[config.mk]
export PLATFORM = sky130hd
export DESIGN_NAME = gregorian_date_add_days_core_flat
export DESIGN_NICKNAME = d
export VERILOG_FILES = /design/src/sv/gdad_pkg.sv /design/src/sv/gdad_if.sv /design/src/sv/gregorian_date_add_days_core.sv /design/src/flat_wrapper.sv
export SDC_FILE = /design/constraint.sdc
export NUM_CORES = 1
export LEC_CHECK = 0
export ABC_AREA = 1
export ABC_CLOCK_PERIOD_IN_PS = 6200
export BUFFER_PORTS_ARGS = -buffer_cell sky130_fd_sc_hd__buf_2
export CAP_MARGIN = 40
export CORE_ASPECT_RATIO = 1.75
export CORE_MARGIN = 2
export CORE_UTILIZATION = 50
export CTS_CLUSTER_DIAMETER = 150
export DETAILED_ROUTE_END_ITERATION = 8
export GPL_ROUTABILITY_DRIVEN = 1
export PLACE_DENSITY = 0.64
export SETUP_SLACK_MARGIN = 0.05
export SLEW_MARGIN = 20
export SYNTH_ARGS = -nofsm -noshare
export SYNTH_HDL_FRONTEND = slang
export SYNTH_SLANG_ARGS = --single-unit
[constraint.sdc]
create_clock -name i_clk -period 6.2 [get_ports i_clk]
set_clock_uncertainty 0.1 [all_clocks]
set_input_delay 0.62 -clock i_clk [delete_from_list [all_inputs] [get_ports i_clk]]
set_output_delay 0.62 -clock i_clk [all_outputs]
set_load 0.01 [all_outputs]
[src/sv/gdad_pkg.sv]
// ----------------------------------------------------------------------------
// gdad_pkg
// Shared types, constants and calendar helpers for the date add-days core.
// ----------------------------------------------------------------------------
package gdad_pkg;

    // Calendar constants
    localparam int unsigned MONTHS_PER_YEAR = 12;
    localparam int unsigned FEB_DAYS        = 28;
    localparam int unsigned CENTURY_YEARS   = 100;
    localparam int unsigned LEAP_CYCLE      = 400;

    // Width of the year-modulo-400 residue
    localparam int unsigned M400_W = 9;

    // Month codes used by the sequencer
    localparam logic [3:0] MONTH_JAN = 4'd1;
    localparam logic [3:0] MONTH_FEB = 4'd2;
    localparam logic [3:0] MONTH_DEC = 4'd12;

    // Sequencer states
    typedef enum logic [1:0] {
        ST_IDLE,
        ST_MOD,
        ST_ROLL,
        ST_DONE
    } t_state;

    // Length of a month in days; leap selects the 29-day February
    function automatic logic [4:0] month_len(input logic [3:0] month, input logic leap);
        logic [4:0] len;
        case (month)
            4'd2:                 len = leap ? 5'(FEB_DAYS + 1) : 5'(FEB_DAYS);
            4'd4, 4'd6, 4'd9, 4'd11: len = 5'd30;
            default:              len = 5'd31;
        endcase
        return len;
    endfunction

endpackage

[src/sv/gdad_if.sv]
// ----------------------------------------------------------------------------
// gdad_if
// Valid/ready channels for the date add-days core: request and result.
// ----------------------------------------------------------------------------
interface gdad_in_if #(
    parameter int unsigned YEAR_BITS = 16,
    parameter int unsigned DAYS_BITS = 16
);
    logic                 valid;
    logic                 ready;
    logic [4:0]           start_day;
    logic [3:0]           start_month;
    logic [YEAR_BITS-1:0] start_year;
    logic [DAYS_BITS-1:0] days_to_add;

    modport source (output valid, start_day, start_month, start_year, days_to_add,
                    input ready);
    modport sink   (input valid, start_day, start_month, start_year, days_to_add,
                    output ready);
endinterface

interface gdad_out_if #(
    parameter int unsigned YEAR_BITS = 16
);
    logic                 valid;
    logic                 ready;
    logic [4:0]           result_day;
    logic [3:0]           result_month;
    logic [YEAR_BITS-1:0] result_year;
    logic                 year_overflow;

    modport source (output valid, result_day, result_month, result_year, year_overflow,
                    input ready);
    modport sink   (input valid, result_day, result_month, result_year, year_overflow,
                    output ready);
endinterface

[src/sv/gregorian_date_add_days_core.sv]
// Sequence: ST_MOD takes the start year modulo 400, ST_ROLL rolls the months one
//   at a time and ends on a final compare, and the result is then held in ST_DONE.
// Throughput: one transaction at a time; a new request is taken no earlier than the
//   cycle after the result has been handed off.
// Reset: synchronous active-low i_rst_n returns the sequencer to idle, no result.
// ----------------------------------------------------------------------------
// gregorian_date_add_days_core
// Adds a day count to a Gregorian date by rolling one month per cycle through
// a single shared compare/subtract unit.
// ----------------------------------------------------------------------------
module gregorian_date_add_days_core #(
    parameter int unsigned YEAR_BITS = 16,
    parameter int unsigned DAYS_BITS = 16
) (
    input  logic      i_clk,
    input  logic      i_rst_n,
    gdad_in_if.sink   i_in,
    gdad_out_if.source o_out
);

    localparam int unsigned DW    = DAYS_BITS + 1;
    localparam int unsigned UW    = (DW > 10) ? DW : 10;
    localparam int unsigned MW    = gdad_pkg::M400_W;

    // Reciprocal of 100 for a 32-bit dividend: q = (y * RECIP_100) >> RECIP_SHIFT
    localparam logic [31:0] RECIP_100   = 32'h51EB851F;
    localparam int unsigned RECIP_SHIFT = 37;
    localparam int unsigned QW          = 64 - RECIP_SHIFT;

    gdad_pkg::t_state r_state, n_state;
    logic [DW-1:0]        r_day,   n_day;
    logic [3:0]           r_month, n_month;
    logic [YEAR_BITS-1:0] r_year,  n_year;
    logic [QW-1:0]        r_q100,  n_q100;
    logic [MW-1:0]        r_m400,  n_m400;
    logic                 r_ovf,   n_ovf;

    // Shared compare/subtract unit
    logic [UW-1:0] s_a, s_b;
    logic [UW:0]   s_diff;
    logic          s_borrow;
    logic          s_leap;
    logic [4:0]    s_mlen;
    logic [DW-1:0] s_start_day;
    logic [YEAR_BITS-1:0] s_year_inc;
    logic [MW-1:0] s_m400_inc;

    // Year modulo 400 from the quotient by 100
    logic [31:0] s_year32;
    logic [63:0] s_prod;
    logic [31:0] s_q4;
    logic [31:0] s_c400;
    logic [31:0] s_yrem;

    assign s_diff   = {1'b0, s_a} - {1'b0, s_b};
    assign s_borrow = s_diff[UW];

    // Leap year: divisible by 4, and not a century unless divisible by 400
    assign s_leap = (r_year[1:0] == 2'b00) &&
                    !(r_m400 inside {MW'(gdad_pkg::CENTURY_YEARS),
                                     MW'(2 * gdad_pkg::CENTURY_YEARS),
                                     MW'(3 * gdad_pkg::CENTURY_YEARS)});
    assign s_mlen = gdad_pkg::month_len(r_month, s_leap);

    assign s_start_day = (i_in.start_day == 5'd0) ? DW'(1) : DW'(i_in.start_day);
    assign s_year_inc  = r_year + YEAR_BITS'(1);
    assign s_m400_inc  = (r_m400 == MW'(gdad_pkg::LEAP_CYCLE - 1)) ? '0
                                                                   : r_m400 + MW'(1);

    // Quotient by 100 of the incoming year; clear its low two bits to get 4 * (y / 400)
    assign s_year32 = 32'(i_in.start_year);
    assign s_prod   = 64'(s_year32) * 64'(RECIP_100);
    assign s_q4     = 32'({r_q100[QW-1:2], 2'b00});
    assign s_c400   = (s_q4 << 6) + (s_q4 << 5) + (s_q4 << 2);
    assign s_yrem   = 32'(r_year) - s_c400;

    // Hold the sequencer state
    always_ff @(posedge i_clk) begin
        if (!i_rst_n) begin
            r_state <= gdad_pkg::ST_IDLE;
        end else begin
            r_state <= n_state;
        end
    end

    // Hold the working registers
    always_ff @(posedge i_clk) begin
        r_day   <= n_day;
        r_month <= n_month;
        r_year  <= n_year;
        r_q100  <= n_q100;
        r_m400  <= n_m400;
        r_ovf   <= n_ovf;
    end

    // Advance the sequencer and drive the shared unit
    always_comb begin
        n_state = r_state;
        n_day   = r_day;
        n_month = r_month;
        n_year  = r_year;
        n_q100  = r_q100;
        n_m400  = r_m400;
        n_ovf   = r_ovf;
        s_a     = '0;
        s_b     = '0;

        case (r_state)
            gdad_pkg::ST_IDLE: begin
                if (i_in.valid) begin
                    n_day   = s_start_day + DW'(i_in.days_to_add);
                    n_month = (i_in.start_month < gdad_pkg::MONTH_JAN ||
                               i_in.start_month > gdad_pkg::MONTH_DEC)
                              ? gdad_pkg::MONTH_JAN : i_in.start_month;
                    n_year  = i_in.start_year;
                    n_q100  = s_prod[63:RECIP_SHIFT];
                    n_ovf   = 1'b0;
                    n_state = gdad_pkg::ST_MOD;
                end
            end

            // Take the year modulo 400 from the registered quotient
            gdad_pkg::ST_MOD: begin
                n_m400  = s_yrem[MW-1:0];
                n_state = gdad_pkg::ST_ROLL;
            end

            // Roll one month while the day exceeds its length
            gdad_pkg::ST_ROLL: begin
                s_a = UW'(r_day);
                s_b = UW'(s_mlen);
                if (!s_borrow && (s_diff != '0)) begin
                    n_day = s_diff[DW-1:0];
                    if (r_month == gdad_pkg::MONTH_DEC) begin
                        n_month = gdad_pkg::MONTH_JAN;
                        n_year  = s_year_inc;
                        if (s_year_inc == '0) begin
                            n_m400 = '0;
                            n_ovf  = 1'b1;
                        end else begin
                            n_m400 = s_m400_inc;
                        end
                    end else begin
                        n_month = r_month + 4'd1;
                    end
                end else begin
                    n_state = gdad_pkg::ST_DONE;
                end
            end

            // Hold the result until it is taken
            gdad_pkg::ST_DONE: begin
                if (o_out.ready) begin
                    n_state = gdad_pkg::ST_IDLE;
                end
            end

            default: begin
                n_state = gdad_pkg::ST_IDLE;
            end
        endcase
    end

    assign i_in.ready          = (r_state == gdad_pkg::ST_IDLE);
    assign o_out.valid         = (r_state == gdad_pkg::ST_DONE);
    assign o_out.result_day    = r_day[4:0];
    assign o_out.result_month  = r_month;
    assign o_out.result_year   = r_year;
    assign o_out.year_overflow = r_ovf;

endmodule
[src/flat_wrapper.sv]
// flat-port wrapper written by rule: the top's interface ports become plain ports
module gregorian_date_add_days_core_flat 
#(
    parameter int unsigned YEAR_BITS = 16,
    parameter int unsigned DAYS_BITS = 16
)
  (i_clk, i_rst_n, i_in_valid, i_in_start_day, i_in_start_month, i_in_start_year, i_in_days_to_add, i_in_ready, o_out_valid, o_out_result_day, o_out_result_month, o_out_result_year, o_out_year_overflow, o_out_ready);
  gdad_in_if #(.YEAR_BITS(YEAR_BITS), .DAYS_BITS(DAYS_BITS)) i_in_i ();
  gdad_out_if #(.YEAR_BITS(YEAR_BITS)) o_out_i ();
  input  logic i_clk;
  input  logic i_rst_n;
  input wire logic [$bits(i_in_i.valid)-1:0] i_in_valid;
  input wire logic [$bits(i_in_i.start_day)-1:0] i_in_start_day;
  input wire logic [$bits(i_in_i.start_month)-1:0] i_in_start_month;
  input wire logic [$bits(i_in_i.start_year)-1:0] i_in_start_year;
  input wire logic [$bits(i_in_i.days_to_add)-1:0] i_in_days_to_add;
  output wire logic [$bits(i_in_i.ready)-1:0] i_in_ready;
  output wire logic [$bits(o_out_i.valid)-1:0] o_out_valid;
  output wire logic [$bits(o_out_i.result_day)-1:0] o_out_result_day;
  output wire logic [$bits(o_out_i.result_month)-1:0] o_out_result_month;
  output wire logic [$bits(o_out_i.result_year)-1:0] o_out_result_year;
  output wire logic [$bits(o_out_i.year_overflow)-1:0] o_out_year_overflow;
  input wire logic [$bits(o_out_i.ready)-1:0] o_out_ready;
  assign i_in_i.valid = i_in_valid;
  assign i_in_i.start_day = i_in_start_day;
  assign i_in_i.start_month = i_in_start_month;
  assign i_in_i.start_year = i_in_start_year;
  assign i_in_i.days_to_add = i_in_days_to_add;
  assign i_in_ready = i_in_i.ready;
  assign o_out_valid = o_out_i.valid;
  assign o_out_result_day = o_out_i.result_day;
  assign o_out_result_month = o_out_i.result_month;
  assign o_out_result_year = o_out_i.result_year;
  assign o_out_year_overflow = o_out_i.year_overflow;
  assign o_out_i.ready = o_out_ready;
  gregorian_date_add_days_core #(.YEAR_BITS(YEAR_BITS), .DAYS_BITS(DAYS_BITS)) u_core (.i_clk(i_clk), .i_rst_n(i_rst_n), .i_in(i_in_i), .o_out(o_out_i));
endmodule
Word-level counts from Yosys, hierarchy flattened
Index checks and enable logic that the tools add are counted.

storage, ports and cells
  register bits = 56
  input port bits = 45
  output and inout port bits = 28
  logic and storage cells = 88

cells by class
  $add $sub $neg = 8
  multipliers = 1
  magnitude comparators = 2
  equal/unequal tests = 19
  mux-type cells = 31
  reductions and logical operators = 20

operators with widths
  kind                                                                    number
  17-bit 2-to-1 mux                                                       3
  16-bit 2-to-1 mux                                                       3
  16-bit by 31-bit multiplier with 44-bit output (second input constant)  1
  9-bit 2-to-1 mux                                                        4
  17-bit case mux with 2 select lines                                     1
  16-bit case mux with 2 select lines                                     1
  9-bit adder                                                             2
  9-bit equality test (second input constant)                             2
  9-bit case mux with 2 select lines                                      1
  18-bit nonzero test                                                     1
  17-bit by 5-bit subtractor with 18-bit output                           1
  17-bit by 16-bit adder with 17-bit output                               1
  16-bit by 1-bit adder with 16-bit output (second input constant)        1
  16-bit logical NOT                                                      1
  4-bit 2-to-1 mux                                                        4
  4-bit equality test (second input constant)                             3
  5-bit 2-to-1 mux                                                        2
  5-bit case mux with 2 select lines                                      1
  9-bit by 1-bit adder with 9-bit output (second input constant)          1
  9-bit by 7-bit equality test with 1-bit output (second input constant)  1
  9-bit by 8-bit equality test with 1-bit output (second input constant)  1
  3-bit AND reduction                                                     3
  9-bit subtractor                                                        1
  4-bit by 3-bit equality test with 1-bit output (second input constant)  2
  24 further kinds                                                        39

Longest topological paths before layout
Gate-level depths: netlist of the first run.

  depth in word-level cells = 12
  gate-level depth with buffers = 24
  depth with buffers taken out = 24

Worst setup path after synthesis of the first run
OpenSTA, ideal clock, no wires.

  path kind = input port to flip-flop
  start = input port i_in_start_year[4]
  end = register u_core.r_q100[6] (data pin)
  arrival time = 5.194 ns
  data required time = 5.847 ns
  slack = 0.653 ns
  stages on the path = 21
  buffers on the path = 0
  cell sequence = fa_1 -> inv_1 -> fa_1 -> inv_1 -> fa_1 -> inv_1 -> fa_1 -> inv_1 -> fa_1 -> inv_1 -> fa_1 -> inv_1 -> ha_1 -> nand2_1 -> nor2_1 -> nand2_1 -> inv_1 -> nand3_1 -> or2_2 -> nand4_1 -> nand2_1

between the ends
  cells in the longest elaborated chain, start to end = 1

ends and longest elaborated chain
  element                                         line                                text
  start: declaration                              flat_wrapper.sv:15                  input wire logic [$bits(i_in_i.start_year)-1:0] i_in_start_year;
  16-bit by 31-bit multiplier with 44-bit output  gregorian_date_add_days_core.sv:72  assign s_prod = 64'(s_year32) * 64'(RECIP_100);
  via u_core.s_prod[43]                           gregorian_date_add_days_core.sv:50  logic [63:0] s_prod;
  end signal: assignment                          gregorian_date_add_days_core.sv:91  r_q100 <= n_q100;
  end: declaration                                gregorian_date_add_days_core.sv:34  logic [QW-1:0] r_q100, n_q100;

The timed path passes the listed nets, and every way through them passes these cells.
A chain may end at the register's enable or synchronous reset.

Final worst setup path of the first run
  start = input port i_in_start_year[5]
  end = register u_core.r_q100[6] (data pin)

The elaborated chain is that of the path after synthesis.

==> results of run 1 <==
==> placed cells by master (no fill, tap or decap), types with 4 or more instances in the layout <==
cell type,count
nand3_2,4
clkbuf_16,5
fa_1,150
nand4_1,21
ha_1,194
nand3_1,55
nor3_1,16
edfxtp_1,52
nand2_2,5
nor2_2,4
nor2_1,73
nor4_1,5
nand2_1,223
a31oi_1,7
xnor2_1,9
a21oi_1,51
a21o_1,5
o21ai_0,52
inv_1,324
nand3b_1,6
xor2_1,27
buf_2,72
buf_4,16
o22ai_1,4
or2_2,4
==> worst register-to-register path: cells and delay by family, from the launching register on <==
| family | cells | cell delay (ps) |
|---|---|---|
| DFF | 1 | 320 |
| and+or+nand+nor | 11 | 1470 |
| buffers and inverters | 4 | 880 |
| adders and majority gates | 3 | 1070 |
==> flip-flops by register name (all words and copies together), names as in the netlist <==
register	cells
u_core.r_day	17
u_core.o_out.result_year	16
u_core.r_m400	9
u_core.r_q100	5
u_core.o_out.result_month	4
u_core.r_state	2
u_core.o_out.year_overflow	1
==> per-stage QoR <==
stage	instances	setup WS, ps	utilization [%]	cell area (sq um)
2_1_floorplan	1348	653	-	11400
3_3_place_gp	1713	197	53.7	12100
3_5_place_dp	1714	185	53.8	12100
4_1_cts	1722	479	54.6	12300
5_1_grt	1723	204	54.6	12300
6_report	1723	458	54.6	12300
==> final cells by class <==
type,instances,area (sq um)
Clock buffer,5,125
Clock inverter,3,47.5
Fill cell,2159,10200
Inverter,326,1220
Multi-Input combinational cell,946,8440
Sequential cell,54,1600
Tap cell,300,375
Timing Repair Buffer,89,508
==> routing by layer <==
| metal | up-vias | wire length (um) |
|---|---|---|
| met3 | 125 | 902 |
| met5 | - | 0 |
| met4 | 0 | 3450 |
| met1 | 4443 | 10700 |
| li1 | 4410 | - |
| met2 | 242 | 18300 |
==> final timing paths <==
kind	start	to	slack [ps]	cells past startpoint
worst max-delay path	i_in_start_year[5]	u_core.r_q100[6]	460	22
worst min-delay path	u_core.r_state[0]	u_core.r_state[0]	440	2
worst max register to register	u_core.r_state[0]	u_core.o_out.result_year[9]	1990	18
worst min register to register	u_core.r_state[0]	u_core.r_state[0]	440	2
==> cell families (layout without fill, tap and decap cells) <==
logic type                 after synthesis  count (layout)  synth area share (%)
DFF                                     54              54                  14.1
muxes                                    1               1                0.0880
xor gates and xnor gates                36              36                  2.77
and+or+nand+nor                        425             425                  16.6
AOI/OAI and AO/OA                      139             139                  6.81
buffers and inverters                  348             423                  11.8
adders and majority gates              345             345                  47.8
==> flow_summary.json, run 1 <==
{
  "final_hold_viol_count": 0,
  "dieArea_sq_mm": 0.0240,
  "grt_busiest_layer": "met2",
  "cts_buffer_depth": 2,
  "antenna_found_initial": 0,
  "coreArea_sq_mm": 0.0226,
  "grt_setup_unrepaired": "false",
  "rows": 73,
  "cp-end-kind": "register",
  "synth_top_area_share_pct": 26.4,
  "post_drt_wl_per_cell_um": 19.3,
  "grtUsageMet3_pct": 2.38,
  "die_h_um": 204,
  "tritoncts": "built",
  "status": "complete, no violations",
  "cts_buffers": 5,
  "dp_hpwl_mm": 29.6,
  "num_antenna_cells": 0,
  "seq_area_frac_synth_pct": 14.1,
  "ys_top_cells_by_area": "fa_1, ha_1, edfxtp_1",
  "synth-edff-count": 52,
  "finalCriticalPeriod_ps": 5740,
  "post-cts-setup-buffer-count": 0,
  "grt_pass1_vias": 9882,
  "path_clk_slew_ps": 80,
  "grt_util_met1_pct": 26.5,
  "hp-class": "register to register",
  "grt_pass1_wl_mm": 52.0,
  "synth_area_sq_mm": 0.0114,
  "drive_above_1_share_pct": 8.71,
  "ys.flop_type": "edfxtp_1",
  "syn-instance-count": 1348,
  "path_cells": "buf_2 -> fa_1 -> inv_1 -> fa_1 -> inv_1 -> fa_1 -> inv_1 -> fa_1 -> inv_1 -> fa_1 -> inv_1 -> fa_1 -> inv_1 -> ha_1 -> nand2_1 -> nor2_1 -> nand2_1 -> inv_1 -> nand3_1 -> or2_2 -> nand4_1 -> nand2_1",
  "slowest_stage": "fa_1",
  "yosys.area.top_type": "fa_1",
  "htreeDepth": 2,
  "grt_use_met2_pct": 56.6,
  "first_pass_iters": 5,
  "cts-root-buf": "clkbuf_16",
  "fmax_mhz": 174,
  "clk_latency_ps": 310,
  "async_flop_share_pct": 0,
  "hold_ws_ps": 440,
  "ys_seq_elements": 54,
  "drt_iter0_markers": 479,
  "routed_wl_mm": 33.3,
  "ios": 73,
  "gp_congestion": 1.03,
  "vias": 9220,
  "final_max_slew_viol_count": 0,
  "worstPathArrival_ps": 5710,
  "holdBufCountCts": 0,
  "nets": 1812,
  "post-route-period-util_pct": 92.6,
  "via_per_inst": 5.35,
  "synthDistinctLibCells": 48,
  "max_stage_delay_ps": 600,
  "io_buffers": 72,
  "slew-limit-headroom_pct": 52.3,
  "fin_setup_tns_ps": 0,
  "yosysMostFrequentCell": "inv_1",
  "tightest_slew_ps": 710,
  "start_kind": "input port",
  "clock_sinks": 54,
  "grt_overflow": 0,
  "start_util_pct": 50.4,
  "drcViolationCount": 0,
  "avgSynthCellArea_sq_um": 8.44,
  "cap_violations": 0,
  "syn_to_final_growth_pct": 8.26,
  "cp_data_required_time_ps": 6170,
  "ctsResizeCount": 0,
  "final_antenna_net_count": 0,
  "crit_buf_inv": 8,
  "grt_start_max_net_pins": 49,
  "die_width_um": 118,
  "grt_usage_pct": 28.9,
  "syn_nets": 1738,
  "path_delay_family": "adder cells",
  "path_class": "input port to register",
  "ys_warn_count": 0,
  "worstPathMaxFanout": 8,
  "finalSetupViolCount": 0,
  "ys_top_cells_by_count": "inv_1, nand2_1, ha_1",
  "cp_common_cell": "inv_1"
}
Power of run 1 is left out: the tool's default activity adds up to more than one toggle a clock period on the data nets, which glitch-free logic cannot reach.
==> run 2, diff against run 1 <==
Settings changed: ABC_AREA 1 to 0, CTS_CLUSTER_SIZE set to 10.
==> run 2 against run 1 <==
Net effect: die area shrank 3.2%; worst setup slack lost 210 ps; sequential share of layout area grew 0.072 points; sequential cell count is the same; global-route usage shrank 2.3 points; first-iteration DRC count shrank 12%; final cell count shrank 11%; routed wire length shrank 11%; design area shrank 0.55%; critical endpoint is now u_core.r_q100[3].
==> flow_summary.json, run 2 <==
{
  "status": "complete, no violations",
  "path_clk_slew_ps": 70,
  "tritoncts": "built",
  "regMostFlops": "u_core.r_day",
  "antenna_found_initial": 0,
  "final_cell_mix": "inv_1, ha_1, fa_1",
  "regToRegStartpoint": "u_core.r_m400[4]",
  "path_cells": "buf_2 -> fa_1 -> inv_1 -> buf_4 -> fa_2 -> inv_1 -> ha_4 -> fa_1 -> fa_1 -> inv_1 -> fa_1 -> inv_1 -> ha_4 -> and3_1 -> buf_4 -> nand4_1 -> or3_1 -> o22ai_1 -> o211ai_1 -> buf_4 -> buf_4 -> o21a_1",
  "tightest_slew_ps": 775,
  "die_h_um": 200,
  "synth_top_area_share_pct": 27.3,
  "synth_fa_ha_area_share_pct": 49.5,
  "peakVddDrop_v": 0.000418,
  "synth_area_sq_mm": 0.0110,
  "dp_hpwl_mm": 26.0,
  "final_max_slew_viol_count": 0,
  "seq_area_frac_synth_pct": 14.6,
  "ys_seq_elements": 54,
  "grt_start_max_net_pins": 42,
  "place_area_sq_mm": 0.0120,
  "synth_top_family_by_area": "adder cells",
  "slowest_stage": "fa_2",
  "post-route-period-util_pct": 96.0,
  "stdcell_area_sq_mm": 0.0122,
  "fin_setup_tns_ps": 0,
  "ys.flop_type": "edfxtp_1",
  "synth_simple_gate_area_share_pct": 9.72,
  "num_antenna_cells": 0,
  "syn_nets": 1533,
  "largest_register_ff_count": 17,
  "nets": 1637,
  "start_util_pct": 51.0,
  "clk_latency_ps": 310,
  "grt_usage_pct": 26.6,
  "syn-instance-count": 1143,
  "post_drt_wl_per_cell_um": 19.3,
  "via_per_inst": 5.43,
  "dieArea_sq_mm": 0.0233,
  "hold_ws_ps": 405,
  "finalCriticalPeriod_ps": 5950,
  "cp-end-kind": "register",
  "worstPathArrival_ps": 5910,
  "die_width_um": 116,
  "drive_above_1_share_pct": 13.7,
  "ys_top_cells_by_count": "inv_1, ha_1, fa_1",
  "drt_iter0_markers": 422,
  "synthDistinctLibCells": 72,
  "clock_sinks": 54,
  "cts_buffer_depth": 2,
  "hp-class": "register to register",
  "grt_overflow": 0,
  "cts-root-buf": "clkbuf_16",
  "hold_start": "u_core.r_state[1]",
  "holdBufCountCts": 0,
  "synth-edff-count": 52,
  "io_buffers": 72,
  "final_common_cell": "inv_1",
  "finalSetupViolCount": 0,
  "synth_compound_area_share_pct": 9.83,
  "cp_data_required_time_ps": 6160,
  "gp_congestion": 0.971,
  "fmax_mhz": 168,
  "ys_warn_count": 0,
  "slew-limit-headroom_pct": 48.3,
  "powerDensity_mw_per_mm2": 597,
  "placedCellCount": 1530,
  "rrSetupSlack_ps": 960,
  "drcViolationCount": 0,
  "grt_setup_unrepaired": "false",
  "avgSynthCellArea_sq_um": 9.62,
  "crit_start": "i_in_start_year[6]",
  "setup_ws_ps": 248,
  "crit_buf_inv": 9,
  "max_stage_delay_ps": 620,
  "path_class": "input port to register",
  "yosys.area.top_type": "fa_1",
  "vias": 8365,
  "first_pass_iters": 5,
  "routed_wl_mm": 29.8,
  "grt_pass1_vias": 8964,
  "synth_xor_area_share_pct": 5.33,
  "instances_no_fill": 1540,
  "cts_buffers": 5,
  "start_kind": "input port",
  "ys_top_cells_by_area": "fa_1, ha_1, edfxtp_1",
  "dp_slack_ps": -239,
  "cap_violations": 0,
  "async_flop_share_pct": 0,
  "ios": 73,
  "fillers": 1981,
  "grt_pass1_wl_mm": 46.4,
  "yosysMostFrequentCell": "inv_1",
  "worstPathMaxFanout": 3,
  "final_antenna_net_count": 0,
  "rows": 71,
  "final_hold_viol_count": 0,
  "path_delay_family": "adder cells",
  "syn_to_final_growth_pct": 11.4,
  "coreArea_sq_mm": 0.0216,
  "htreeDepth": 2,
  "power_leakage_nw": 6.07,
  "synthMuxAreaShare_pct": 0.808
}
[run 2: repair_timing]
item / CTS / global route
setup buffers: 0 / 2
endpoints found under the setup margin: 0 / 3
gates resized for setup: 0 / 15
[run 2: path summary, 6_finish.rpt]
check                            endpoint  depth (start not counted)
min                     u_core.r_state[1]                          2
min reg2reg             u_core.r_state[1]                          2
max reg2reg  u_core.o_out.result_year[15]                         17
max                      u_core.r_q100[3]                         22
[run 2: logic make-up (layout without fill, tap and decap cells)]
group | after synthesis | after routing
buffers and inverters | 291 | 396
muxes | 8 | 8
adders and majority gates | 345 | 345
and+or+nand+nor | 210 | 210
xor gates and xnor gates | 67 | 67
DFF | 54 | 54
AOI/OAI and AO/OA | 168 | 168
[run 2: layer usage]
metal	up-vias	GRT usage, %	part of all wire [%]	routed length, um
met3	101	1.33	2.7	790
met1	4064	26.7	34	10200
met5	-	0	0	0
met4	0	20.7	9.2	2750
met2	224	49.2	54	16000
li1	3976	-	-	-
[run 2: through the flow]
stage	util [%]	power, W
6_report	56.7	0.00732
5_1_grt	56.7	0.00808
4_1_cts	56.3	0.00710
3_5_place_dp	55.6	0.00676
3_3_place_gp	55.6	0.00664
2_1_floorplan	-	0.00489
[run 2: final cells by class]
type	instances	area (sq um)	share of cell area [%]
repair buffers	134	833	6.80
clock buffers	6	129	1.05
clock inverters	2	13.8	0.112
multi-input cells	798	8350	68.2
inverters	254	953	7.78
flip-flops and latches	54	1600	13.1
well taps	292	365	2.98
[run 2: worst reg2reg max path, stage by stage, from the launching register on]
cell,delay (ps)
edfxtp_1,500
nor2_1,140
nand2_1,70
o21ai_0,180
a31oi_1,120
o21ai_1,160
a21oi_1,80
o21bai_1,150
a21oi_1,120
ha_1,240
fa_1,550
a21oi_1,630
a21oi_1,130
nor4_1,400
nand4b_1,230
nor4_2,380
o21ai_1,190
and3_1,500
[run 2: power by group]
part           switching, W  internal [W]
logic               0.00336       0.00270
registers          0.000255      0.000710
clock network      0.000138      0.000151
total               0.00376       0.00356
Power figures use the tool's default switching activity.
==> run 3, diff against run 2 <==
Settings changed: CORE_UTILIZATION 50 to 39, PLACE_DENSITY 0.64 to 0.51.
==> run 3 against run 2 <==
Net effect: maximum frequency increased by 0.32%; combinational power is essentially flat; die area increased by 27%; via count fell by 1.9%; highest routed layer unchanged; count of clock-buffer cells in the layout unchanged; worst hold slack better by 0.83 ps; sequential power hardly changed; core utilization is 12 points lower; largest cell class unchanged; design area rose by 1.2%.
==> flow_summary.json, run 3 (same netlist as run 2, synthesis figures left out) <==
{
  "tightest_slew_ps": 768,
  "drcViolationCount": 0,
  "whs_path_depth": 2,
  "final_antenna_net_count": 0,
  "p_switching_w": 0.00375,
  "cp-end-kind": "register",
  "path_clk_slew_ps": 80,
  "final_cell_mix": "inv_1, ha_1, fa_1",
  "power_frac_comb_pct": 82.9,
  "finalCriticalPeriod_ps": 5930,
  "largest_register_ff_count": 17,
  "die_h_um": 226,
  "final_hold_viol_count": 0,
  "htreeDepth": 2,
  "syn_to_final_growth_pct": 12.7,
  "coreArea_sq_mm": 0.0279,
  "worstPathArrival_ps": 5900,
  "p_clk_share_pct": 4.0,
  "dp_hpwl_mm": 27.7,
  "finalSetupViolCount": 0,
  "start_util_pct": 39.5,
  "instances_no_fill": 1629,
  "powerDensity_mw_per_mm2": 591,
  "placedCellCount": 1620,
  "grt_setup_unrepaired": "true",
  "place_area_sq_mm": 0.0122,
  "via_per_inst": 5.04,
  "post_drt_wl_per_cell_um": 19.2,
  "power_leakage_nw": 6.12,
  "peakVddDrop_v": 0.000348,
  "cap_violations": 0,
  "multi_input_area_sq_mm": 0.00834,
  "sw_frac_of_total_pct": 51.2,
  "fin_setup_tns_ps": 0,
  "fillers": 2816,
  "grt_overflow": 0,
  "status": "complete, no violations",
  "fin_util_pct": 44.5,
  "clk_latency_ps": 300,
  "path_class": "input port to register",
  "start_kind": "input port",
  "antenna_found_initial": 0,
  "endpoint": "u_core.r_q100[5]",
  "grt_start_max_net_pins": 40,
  "grt_pass1_vias": 9069,
  "cts_buffers": 5,
  "nets": 1645,
  "worstPathMaxFanout": 3,
  "path_cells": "buf_2 -> fa_2 -> inv_1 -> buf_4 -> fa_2 -> inv_1 -> ha_1 -> fa_1 -> fa_1 -> inv_1 -> fa_1 -> inv_1 -> ha_1 -> a21o_1 -> a221o_1 -> o21ai_1 -> o2111ai_1 -> o211ai_1 -> nand2b_1 -> a21oi_2 -> xnor2_1",
  "routed_wl_mm": 31.3,
  "cts-root-buf": "clkbuf_16",
  "tritoncts": "built",
  "post-route-period-util_pct": 95.7,
  "clock_sinks": 54,
  "die_width_um": 131,
  "max_stage_delay_ps": 610,
  "seq_area_sq_mm": 0.00160,
  "io_buffers": 72,
  "p_seq_share_pct": 13.2,
  "regMostFlops": "u_core.r_day",
  "rrSetupSlack_ps": 1100,
  "ios": 73,
  "first_pass_iters": 4,
  "vias": 8206,
  "p_total_w": 0.00732,
  "cts_buffer_depth": 2,
  "slew-limit-headroom_pct": 48.8,
  "drt_iter0_markers": 312,
  "num_antenna_cells": 0,
  "reg2reg_to": "u_core.o_out.result_year[14]",
  "holdBufCountCts": 0,
  "drive_above_1_share_pct": 13.9,
  "rr_worst_depth": 18,
  "grt_usage_pct": 22.3,
  "slowest_stage": "fa_2",
  "regToRegStartpoint": "u_core.r_m400[4]",
  "cp_common_cell": "inv_1",
  "hp-class": "register to register",
  "gp_congestion": 0.932,
  "stdcell_area_sq_mm": 0.0124,
  "final_common_cell": "inv_1",
  "dieArea_sq_mm": 0.0296,
  "cp_data_required_time_ps": 6160,
  "p_int_w": 0.00357,
  "rows": 81,
  "fmax_mhz": 169,
  "final_max_slew_viol_count": 0,
  "grt_pass1_wl_mm": 48.6,
  "crit_start": "i_in_start_year[6]"
}
[run 3: layer usage]
metal / GRT usage, % / up-vias / part of all wire (%)
met1: 21.6 / 3990 / 34
met5: 0 / - / 0
li1: - / 3993 / -
met4: 13.9 / 0 / 7.2
met3: 1.37 / 71 / 2.0
met2: 44.2 / 152 / 57
[run 3: worst min path at each step]
stage | slack (ps) | start | end
after floorplan | 370 | u_core.r_state[1] | u_core.r_state[1]
after global placement | 390 | u_core.r_state[1] | u_core.r_state[1]
after detailed placement | 390 | u_core.r_state[1] | u_core.r_state[1]
after CTS | 410 | u_core.r_state[1] | u_core.r_state[1]
after global routing | 440 | u_core.r_state[0] | u_core.r_state[0]
final | 410 | u_core.r_state[1] | u_core.r_state[1]
[run 3: what timing repair did]
item,CTS,global route
pin swaps,0,10
cloned,0,0
setup buffers,0,1
gates resized for setup,1,11
setup endpoints to repair,1,5
[run 3: power by group through the flow]
stage / logic (W) / clock network (W) / registers [W]
2_1_floorplan: 0.00403 / 0 / 0.000863
3_3_place_gp: 0.00581 / 0 / 0.000972
3_5_place_dp: 0.00589 / 0 / 0.000975
4_1_cts: 0.00596 / 0.000302 / 0.000966
5_1_grt: 0.00687 / 0.000307 / 0.00100
6_report: 0.00607 / 0.000291 / 0.000963
[run 3: stage by stage]
stage,hold WS (ps),setup WS (ps)
finish,405,267
global route,438,2.67
CTS,406,114
detailed placement,395,-284
global placement,387,-262
floorplan,368,68.9
[run 3: layout make-up]
class | instances | area share [%]
clock buffer | 6 | 1.04
clock inverter | 2 | 0.111
inverter | 254 | 7.69
multi-input combinational | 798 | 67.3
sequential | 54 | 12.9
tap | 373 | 3.77
timing repair buffer | 142 | 7.21
[run 3: critical path, delay by kind of cell]
kind / cells / cell delay, ps
adder cells (fa/ha/maj): 7 / 3340
AO/OA/AOI/OAI: 6 / 1230
buffers and inverters: 6 / 510
AND/OR/NAND/NOR: 1 / 130
XOR/XNOR: 1 / 70
